**src/hdl/bas_pkg.sv**
```systemverilog
// Shared types for the batch ascending sorter: sequencer states and the
// control group the sequencer hands to the output register in the top level.
// No dependencies.
package bas_pkg;

    localparam int unsigned DATA_W = 32;

    typedef enum logic [2:0]
    {
        ST_IDLE,
        ST_SCAN,
        ST_PLACE,
        ST_EMIT_RD,
        ST_EMIT_WAIT
    } seq_state_t;

    typedef struct packed
    {
        logic load;
        logic last;
        logic drop;
    } out_ctl_t;

endpackage

```
**src/hdl/bas_store.sv**
```systemverilog
// Value store for the batch ascending sorter: one write port and one read
// port with registered read data. Uses bas_pkg for the data width.
module bas_store #(
    parameter int unsigned DEPTH = 64,
    parameter int unsigned AW    = 6
) (
    input  logic                          clk,
    input  logic                          we,
    input  logic [AW-1:0]                 waddr,
    input  logic [bas_pkg::DATA_W-1:0]    wdata,
    input  logic                          re,
    input  logic [AW-1:0]                 raddr,
    output logic [bas_pkg::DATA_W-1:0]    rdata
);

    logic [bas_pkg::DATA_W-1:0] mem [DEPTH];
    logic [bas_pkg::DATA_W-1:0] rdata_reg;

    always_ff @(posedge clk)
    begin
        if (we)
        begin
            mem[waddr] <= wdata;
        end
    end

    // Hold read data until the next read is issued.
    always_ff @(posedge clk)
    begin
        if (re)
        begin
            rdata_reg <= mem[raddr];
        end
    end

    assign rdata = rdata_reg;

endmodule

```
**src/hdl/bas_seq.sv**
```systemverilog
// Sequencer of the batch ascending sorter: insertion by one shared signed
// comparator, one shift step per cycle, then the ordered read-out.
// Uses bas_pkg for states and the output control group; drives bas_store.
module bas_seq #(
    parameter int unsigned CAP = 64,
    parameter int unsigned AW  = 6,
    parameter int unsigned CW  = 7
) (
    input  logic                                 clk,
    input  logic                                 rst_n,
    input  logic                                 in_valid,
    output logic                                 in_ready,
    input  logic signed [bas_pkg::DATA_W-1:0]    value,
    input  logic                                 is_final,
    input  logic                                 out_free,
    output bas_pkg::out_ctl_t                    out_ctl,
    output logic                                 mem_we,
    output logic [AW-1:0]                        mem_waddr,
    output logic [bas_pkg::DATA_W-1:0]           mem_wdata,
    output logic                                 mem_re,
    output logic [AW-1:0]                        mem_raddr,
    input  logic [bas_pkg::DATA_W-1:0]           mem_rdata
);

    bas_pkg::seq_state_t               state_reg, state_next;
    logic [CW-1:0]                     count_reg, count_next;
    logic [AW-1:0]                     pos_reg, pos_next;
    logic [AW-1:0]                     idx_reg, idx_next;
    logic signed [bas_pkg::DATA_W-1:0] val_reg, val_next;
    logic                              last_reg, last_next;
    logic                              ovf_reg, ovf_next;
    logic                              greater;
    logic                              idx_is_last;

    // The one compare unit: stored neighbor above the new value?
    assign greater     = $signed(mem_rdata) > val_reg;
    assign idx_is_last = (CW'(idx_reg) + CW'(1)) == count_reg;

    always_ff @(posedge clk or negedge rst_n)
    begin
        if (!rst_n)
        begin
            state_reg <= bas_pkg::ST_IDLE;
            count_reg <= '0;
            ovf_reg   <= 1'b0;
        end
        else
        begin
            state_reg <= state_next;
            count_reg <= count_next;
            ovf_reg   <= ovf_next;
        end
    end

    always_ff @(posedge clk)
    begin
        pos_reg  <= pos_next;
        idx_reg  <= idx_next;
        val_reg  <= val_next;
        last_reg <= last_next;
    end

    always_comb
    begin
        state_next = state_reg;
        count_next = count_reg;
        pos_next   = pos_reg;
        idx_next   = idx_reg;
        val_next   = val_reg;
        last_next  = last_reg;
        ovf_next   = ovf_reg;
        in_ready   = 1'b0;
        out_ctl    = '0;
        mem_we     = 1'b0;
        mem_waddr  = pos_reg;
        mem_wdata  = val_reg;
        mem_re     = 1'b0;
        mem_raddr  = idx_reg;

        unique case (state_reg)
            bas_pkg::ST_IDLE:
            begin
                in_ready = 1'b1;
                if (in_valid)
                begin
                    val_next  = value;
                    last_next = is_final;
                    idx_next  = '0;
                    if (count_reg >= CW'(CAP))
                    begin
                        // Store full: drop the item, remember the drop.
                        ovf_next = 1'b1;
                        if (is_final)
                        begin
                            state_next = bas_pkg::ST_EMIT_RD;
                        end
                    end
                    else if (count_reg == '0)
                    begin
                        mem_we     = 1'b1;
                        mem_waddr  = '0;
                        mem_wdata  = value;
                        count_next = count_reg + CW'(1);
                        if (is_final)
                        begin
                            state_next = bas_pkg::ST_EMIT_RD;
                        end
                    end
                    else
                    begin
                        pos_next   = count_reg[AW-1:0];
                        mem_re     = 1'b1;
                        mem_raddr  = count_reg[AW-1:0] - AW'(1);
                        state_next = bas_pkg::ST_SCAN;
                    end
                end
            end

            bas_pkg::ST_SCAN:
            begin
                mem_we = 1'b1;
                if (greater)
                begin
                    // Shift the neighbor up one slot and keep walking down.
                    mem_wdata = mem_rdata;
                    pos_next  = pos_reg - AW'(1);
                    if (pos_reg == AW'(1))
                    begin
                        state_next = bas_pkg::ST_PLACE;
                    end
                    else
                    begin
                        mem_re    = 1'b1;
                        mem_raddr = pos_reg - AW'(2);
                    end
                end
                else
                begin
                    count_next = count_reg + CW'(1);
                    state_next = last_reg ? bas_pkg::ST_EMIT_RD : bas_pkg::ST_IDLE;
                end
            end

            bas_pkg::ST_PLACE:
            begin
                mem_we     = 1'b1;
                mem_waddr  = '0;
                count_next = count_reg + CW'(1);
                state_next = last_reg ? bas_pkg::ST_EMIT_RD : bas_pkg::ST_IDLE;
            end

            bas_pkg::ST_EMIT_RD:
            begin
                if (count_reg == '0)
                begin
                    ovf_next   = 1'b0;
                    state_next = bas_pkg::ST_IDLE;
                end
                else
                begin
                    mem_re     = 1'b1;
                    mem_raddr  = idx_reg;
                    state_next = bas_pkg::ST_EMIT_WAIT;
                end
            end

            bas_pkg::ST_EMIT_WAIT:
            begin
                if (out_free)
                begin
                    out_ctl.load = 1'b1;
                    out_ctl.last = idx_is_last;
                    out_ctl.drop = ovf_reg;
                    if (idx_is_last)
                    begin
                        count_next = '0;
                        ovf_next   = 1'b0;
                        state_next = bas_pkg::ST_IDLE;
                    end
                    else
                    begin
                        idx_next   = idx_reg + AW'(1);
                        state_next = bas_pkg::ST_EMIT_RD;
                    end
                end
            end

            default:
            begin
                state_next = bas_pkg::ST_IDLE;
            end
        endcase
    end

endmodule

```
**src/hdl/batch_ascending_sorter_unit.sv**
```systemverilog
// Top level of the batch ascending sorter: store, sequencer and the output
// register. Depends on bas_pkg, bas_store and bas_seq.
//
// Collects a batch of signed 32-bit values, one per input item, keeping the
// store in ascending order by insertion; the item with is_final set is
// stored too and starts the read-out of the whole batch, smallest first, one
// value per output item, end_of_batch on the last. Items that arrive while
// BATCH_CAPACITY values are held are dropped, and every output item of that
// batch then carries dropped_any. Insertion: a value is inserted by a
// walk-down from the top of the store through the single signed comparator
// and the one-write/one-read store: an accept step, one shift per held
// value larger than it and a final step that writes the value into its
// slot, at the bottom as anywhere else; an item that is dropped or goes
// into an empty store is handled in the accept step alone. Read-out reads
// each value through the registered store read and then waits for the
// output register to be free. in_ready is low while an insertion or
// read-out is in progress. The output register lets a finished item wait
// for out_ready while the next batch is already being taken in.
module batch_ascending_sorter_unit #(
    parameter int unsigned BATCH_CAPACITY = 64
) (
    input  logic                                 clk,
    input  logic                                 rst_n,
    input  logic                                 in_valid,
    output logic                                 in_ready,
    input  logic signed [bas_pkg::DATA_W-1:0]    value,
    input  logic                                 is_final,
    output logic                                 out_valid,
    input  logic                                 out_ready,
    output logic signed [bas_pkg::DATA_W-1:0]    sorted_value,
    output logic                                 end_of_batch,
    output logic                                 dropped_any
);

    localparam int unsigned AW = $clog2(BATCH_CAPACITY);
    localparam int unsigned CW = $clog2(BATCH_CAPACITY + 1);

    logic                          mem_we;
    logic [AW-1:0]                 mem_waddr;
    logic [bas_pkg::DATA_W-1:0]    mem_wdata;
    logic                          mem_re;
    logic [AW-1:0]                 mem_raddr;
    logic [bas_pkg::DATA_W-1:0]    mem_rdata;
    bas_pkg::out_ctl_t             out_ctl;
    logic                          out_free;

    logic                              out_valid_reg;
    logic signed [bas_pkg::DATA_W-1:0] sorted_value_reg;
    logic                              end_reg;
    logic                              drop_reg;

    bas_store #(
        .DEPTH (BATCH_CAPACITY),
        .AW    (AW)
    ) u_store (
        .clk   (clk),
        .we    (mem_we),
        .waddr (mem_waddr),
        .wdata (mem_wdata),
        .re    (mem_re),
        .raddr (mem_raddr),
        .rdata (mem_rdata)
    );

    bas_seq #(
        .CAP (BATCH_CAPACITY),
        .AW  (AW),
        .CW  (CW)
    ) u_seq (
        .clk       (clk),
        .rst_n     (rst_n),
        .in_valid  (in_valid),
        .in_ready  (in_ready),
        .value     (value),
        .is_final  (is_final),
        .out_free  (out_free),
        .out_ctl   (out_ctl),
        .mem_we    (mem_we),
        .mem_waddr (mem_waddr),
        .mem_wdata (mem_wdata),
        .mem_re    (mem_re),
        .mem_raddr (mem_raddr),
        .mem_rdata (mem_rdata)
    );

    // The output slot is free when empty or when its item leaves this cycle.
    assign out_free = !out_valid_reg || out_ready;

    always_ff @(posedge clk or negedge rst_n)
    begin
        if (!rst_n)
        begin
            out_valid_reg <= 1'b0;
        end
        else if (out_ctl.load)
        begin
            out_valid_reg <= 1'b1;
        end
        else if (out_ready)
        begin
            out_valid_reg <= 1'b0;
        end
    end

    // Payload loads straight from the store's read register; hold otherwise.
    always_ff @(posedge clk)
    begin
        if (out_ctl.load)
        begin
            sorted_value_reg <= $signed(mem_rdata);
            end_reg          <= out_ctl.last;
            drop_reg         <= out_ctl.drop;
        end
    end

    assign out_valid    = out_valid_reg;
    assign sorted_value = sorted_value_reg;
    assign end_of_batch = end_reg;
    assign dropped_any  = drop_reg;

endmodule
```
**config.mk**
```make
export PLATFORM = sky130hd
export DESIGN_NAME = batch_ascending_sorter_unit
export DESIGN_NICKNAME = d
export VERILOG_FILES = /design/src/hdl/bas_pkg.sv /design/src/hdl/bas_store.sv /design/src/hdl/bas_seq.sv /design/src/hdl/batch_ascending_sorter_unit.sv
export SDC_FILE = /design/constraint.sdc
export NUM_CORES = 2
export LEC_CHECK = 0
export BUFFER_PORTS_ARGS = -buffer_cell sky130_fd_sc_hd__buf_2
export CAP_MARGIN = 10
export CELL_PAD_IN_SITES_DETAIL_PLACEMENT = 0
export CELL_PAD_IN_SITES_GLOBAL_PLACEMENT = 2
export CORE_MARGIN = 2
export CORE_UTILIZATION = 52
export DETAILED_ROUTE_END_ITERATION = 10
export GPL_ROUTABILITY_DRIVEN = 0
export PLACE_DENSITY = 0.95
export SYNTH_ARGS = -nofsm -noshare
export SYNTH_HDL_FRONTEND = slang
export SYNTH_SLANG_ARGS = --single-unit
```
**constraint.sdc**
```tcl
create_clock -name clk -period 9.5 [get_ports clk]
set_input_delay 1.9 -clock clk [delete_from_list [all_inputs] [get_ports clk]]
set_output_delay 1.9 -clock clk [all_outputs]
set_load 0.005 [all_outputs]
```
==> flow_summary.json <==
{
  "io_pins": 73,
  "synth.avg_cell_area_um2": 16.3,
  "yosysUniqueCellTypes": 62,
  "route.detailed.vias_per_inst": 6.37,
  "routed-via-count": 49956,
  "antenna_left": 0,
  "drt-total-wl_um": 238000,
  "synth_top_family_by_area": "multiplexers",
  "finalCritPeriodShare_pct": 71.1,
  "grt_overflow": 0,
  "end_kind": "register",
  "fillers": 12203,
  "largest_register_ffs": 2048,
  "portBuffers": 72,
  "drt-initial-drc-count": 7415,
  "relSlewSlack_pct": 9.50,
  "synth-edff-count": 2159,
  "grt_pass1_vias": 47458,
  "finalCriticalPeriod_ns": 6.76,
  "clock-sinks": 2171,
  "critPathArrivalTime_ns": 7.42,
  "top_register": "u_store.mem",
  "synthCells": 5335,
  "max_cap_viol_count": 0,
  "grt_setup_unrepaired": "no",
  "post-synth-top-area-cell": "edfxtp_1",
  "ys_seq_elements": 2171,
  "grtUsageTotal_pct": 27.7,
  "routed.top_layer": "met5",
  "synth_seq_area_share_pct": 74.8,
  "ys_async_sr_fraction_pct": 0.553,
  "cts_resized": 0,
  "fin_tns_setup_ns": 0,
  "hp-class": "register to register",
  "drive_gt1_share_pct": 12.7,
  "synth.area.top_cells": "edfxtp_1, mux2i_1, nand2_1, nand3_1, mux4_2",
  "numCtsBuffers": 206,
  "cp_slowest_cell": "nand2_1",
  "worstMarginPinSlew_ns": 1.35,
  "netlist.area_leader.share_pct": 74.5,
  "antenna_found_initial": 10,
  "dr.pass1.iters": 8,
  "clock_path_buffers": 3,
  "startpoint_type": "register",
  "synth_warnings": 0,
  "post_cts_buffers": 0,
  "dr_wl_met2_um": 110000,
  "final-hold-violation-count": 0,
  "die-width_um": 413,
  "areaGrowthSynthToFinish_pct": 11.8,
  "critPathTopFamily": "simple AND/OR/NAND/NOR gates",
  "hpwl_um": 128000,
  "fmax_mhz": 148,
  "fin_skew_ns": 0.0526,
  "synthAdderAreaFrac_pct": 0.575,
  "setup_violations": 0,
  "grt_first_pass_wirelength_um": 336000,
  "synth-compound-area-share_pct": 4.43,
  "worstPathRequired_ns": 10.16,
  "cp_max_fo": 16,
  "drc": 0,
  "path_cells": "ha_1 -> nand4_1 -> nor4_1 -> o31a_1 -> o211a_1 -> nor3_1 -> o31ai_4 -> nor2_1 -> nand2_1 -> buf_4 -> o22ai_1 -> nor4_1 -> o211a_1",
  "syn_nets": 5412,
  "root_buffer": "clkbuf_16",
  "cts_tree": "yes",
  "met1_length_um": 91100,
  "stdcell_area_um2": 97300,
  "die_h_um": 413,
  "grt_max_degree": 146,
  "placed_area_um2": 90700,
  "met3_wirelength_um": 27500,
  "hold_buffers": 0,
  "fin_nets": 5547,
  "finalMaxSlewViolations": 0,
  "yosys.area_share.simple_pct": 5.96,
  "synth_xor_area_share_pct": 0.221,
  "muxShareOfSynthArea_pct": 11.9,
  "wl_per_cell_um": 30.3,
  "critPathBufInv": 1,
  "critical_path_class": "register to register",
  "coreArea_um2": 167000,
  "synth-main-ff-cell": "edfxtp_1",
  "cp_slowest_stage_delay_ns": 1.00,
  "insertion_delay_ns": 0.87,
  "row_count": 150,
  "die_area_um2": 171000,
  "cts.clk_slew.worst_paths_ns": 0.06,
  "synthesis.area_um2": 87100,
  "status": "finished clean",
  "start_util_pct": 52.2,
  "cts_max_level": 4
}
## per-stage QoR
| step | setup WS (ns) | std cells | hold slack, ns | util (%) |
|---|---|---|---|---|
| global route | 2.56 | 7845 | 0.504 | 58.4 |
| floorplan | 3.34 | 5335 | 0.451 | - |
| detailed placement | 2.52 | 7462 | 0.474 | 54.4 |
| finish | 2.74 | 7848 | 0.487 | 58.4 |
| global placement | 2.27 | 7460 | 0.467 | 54.4 |
| CTS | 2.70 | 7841 | 0.489 | 58.4 |
## area by class of cell
class / count / area [um2] / area share (%)
Sequential cell: 2171 / 65100 / 66.9
Tap cell: 2204 / 2760 / 2.83
Clock inverter: 123 / 1250 / 1.28
Timing Repair Buffer: 229 / 1760 / 1.81
Multi-Input combinational cell: 2784 / 20800 / 21.3
Clock buffer: 256 / 5360 / 5.51
Antenna cell: 3 / 7.51 / 0.00771
Inverter: 78 / 293 / 0.301
## placed cells by master (no fill, tap or decap), types with 31 or more instances in the layout
master / n
a22oi_1: 39
mux2i_1: 899
clkbuf_16: 207
nor2_4: 56
inv_1: 46
mux4_2: 60
clkbuf_1: 49
ha_1: 40
buf_4: 138
clkinv_1: 39
clkinv_2: 36
buf_2: 73
nor2_1: 35
o22ai_1: 126
a21oi_1: 195
o211a_1: 31
nand3_1: 271
o21ai_0: 54
a211oi_1: 65
a222oi_1: 31
edfxtp_1: 2159
nor4_1: 46
nand2_1: 623
## cells in the mapped netlist (40+ instances only)
| cell type | instances |
|---|---|
| edfxtp_1 | 2159 |
| mux2i_1 | 899 |
| nand2_1 | 624 |
| nand3_1 | 271 |
| a21oi_1 | 195 |
| o22ai_1 | 126 |
| clkbuf_1 | 116 |
| buf_2 | 99 |
| nor2_1 | 93 |
| inv_1 | 77 |
| nor4_1 | 68 |
| a211oi_1 | 66 |
| mux4_2 | 60 |
| o21ai_0 | 56 |
| buf_4 | 44 |
| ha_1 | 40 |
## worst paths after layout
kind / start / endpoint / slack, ns / depth (start not counted)
worst max-delay path: u_store.rdata[29] / u_store.rdata[3] / 2.74 / 13
worst min-delay path: u_seq.ovf_reg / u_seq.ovf_reg / 0.49 / 1
worst max register to register: u_store.rdata[29] / u_store.rdata[3] / 2.74 / 13
worst min register to register: u_seq.ovf_reg / u_seq.ovf_reg / 0.49 / 1
max in group asynchronous: rst_n / u_seq.count_reg[2] / 8.33 / 1
min in group asynchronous: rst_n / u_seq.count_reg[5] / 0.91 / 1
## per-layer routing
layer	vias up	track usage, %
li1	21014	-
met1	25434	38.3
met2	3064	42.8
met3	438	6.34
met4	6	10.9
met5	-	0
## kinds of logic after synthesis
group                    count (synthesis)
flip-flops                            2171
AND/OR/NAND/NOR                       1172
multiplexers                           959
AO/OA/AOI/OAI                          591
buffers and inverters                  380
adder cells (fa/ha/maj)                 40
XOR/XNOR                                22
Power is left out: the tool's default activity adds up to more than one toggle a clock period on the data nets, which glitch-free logic cannot reach.
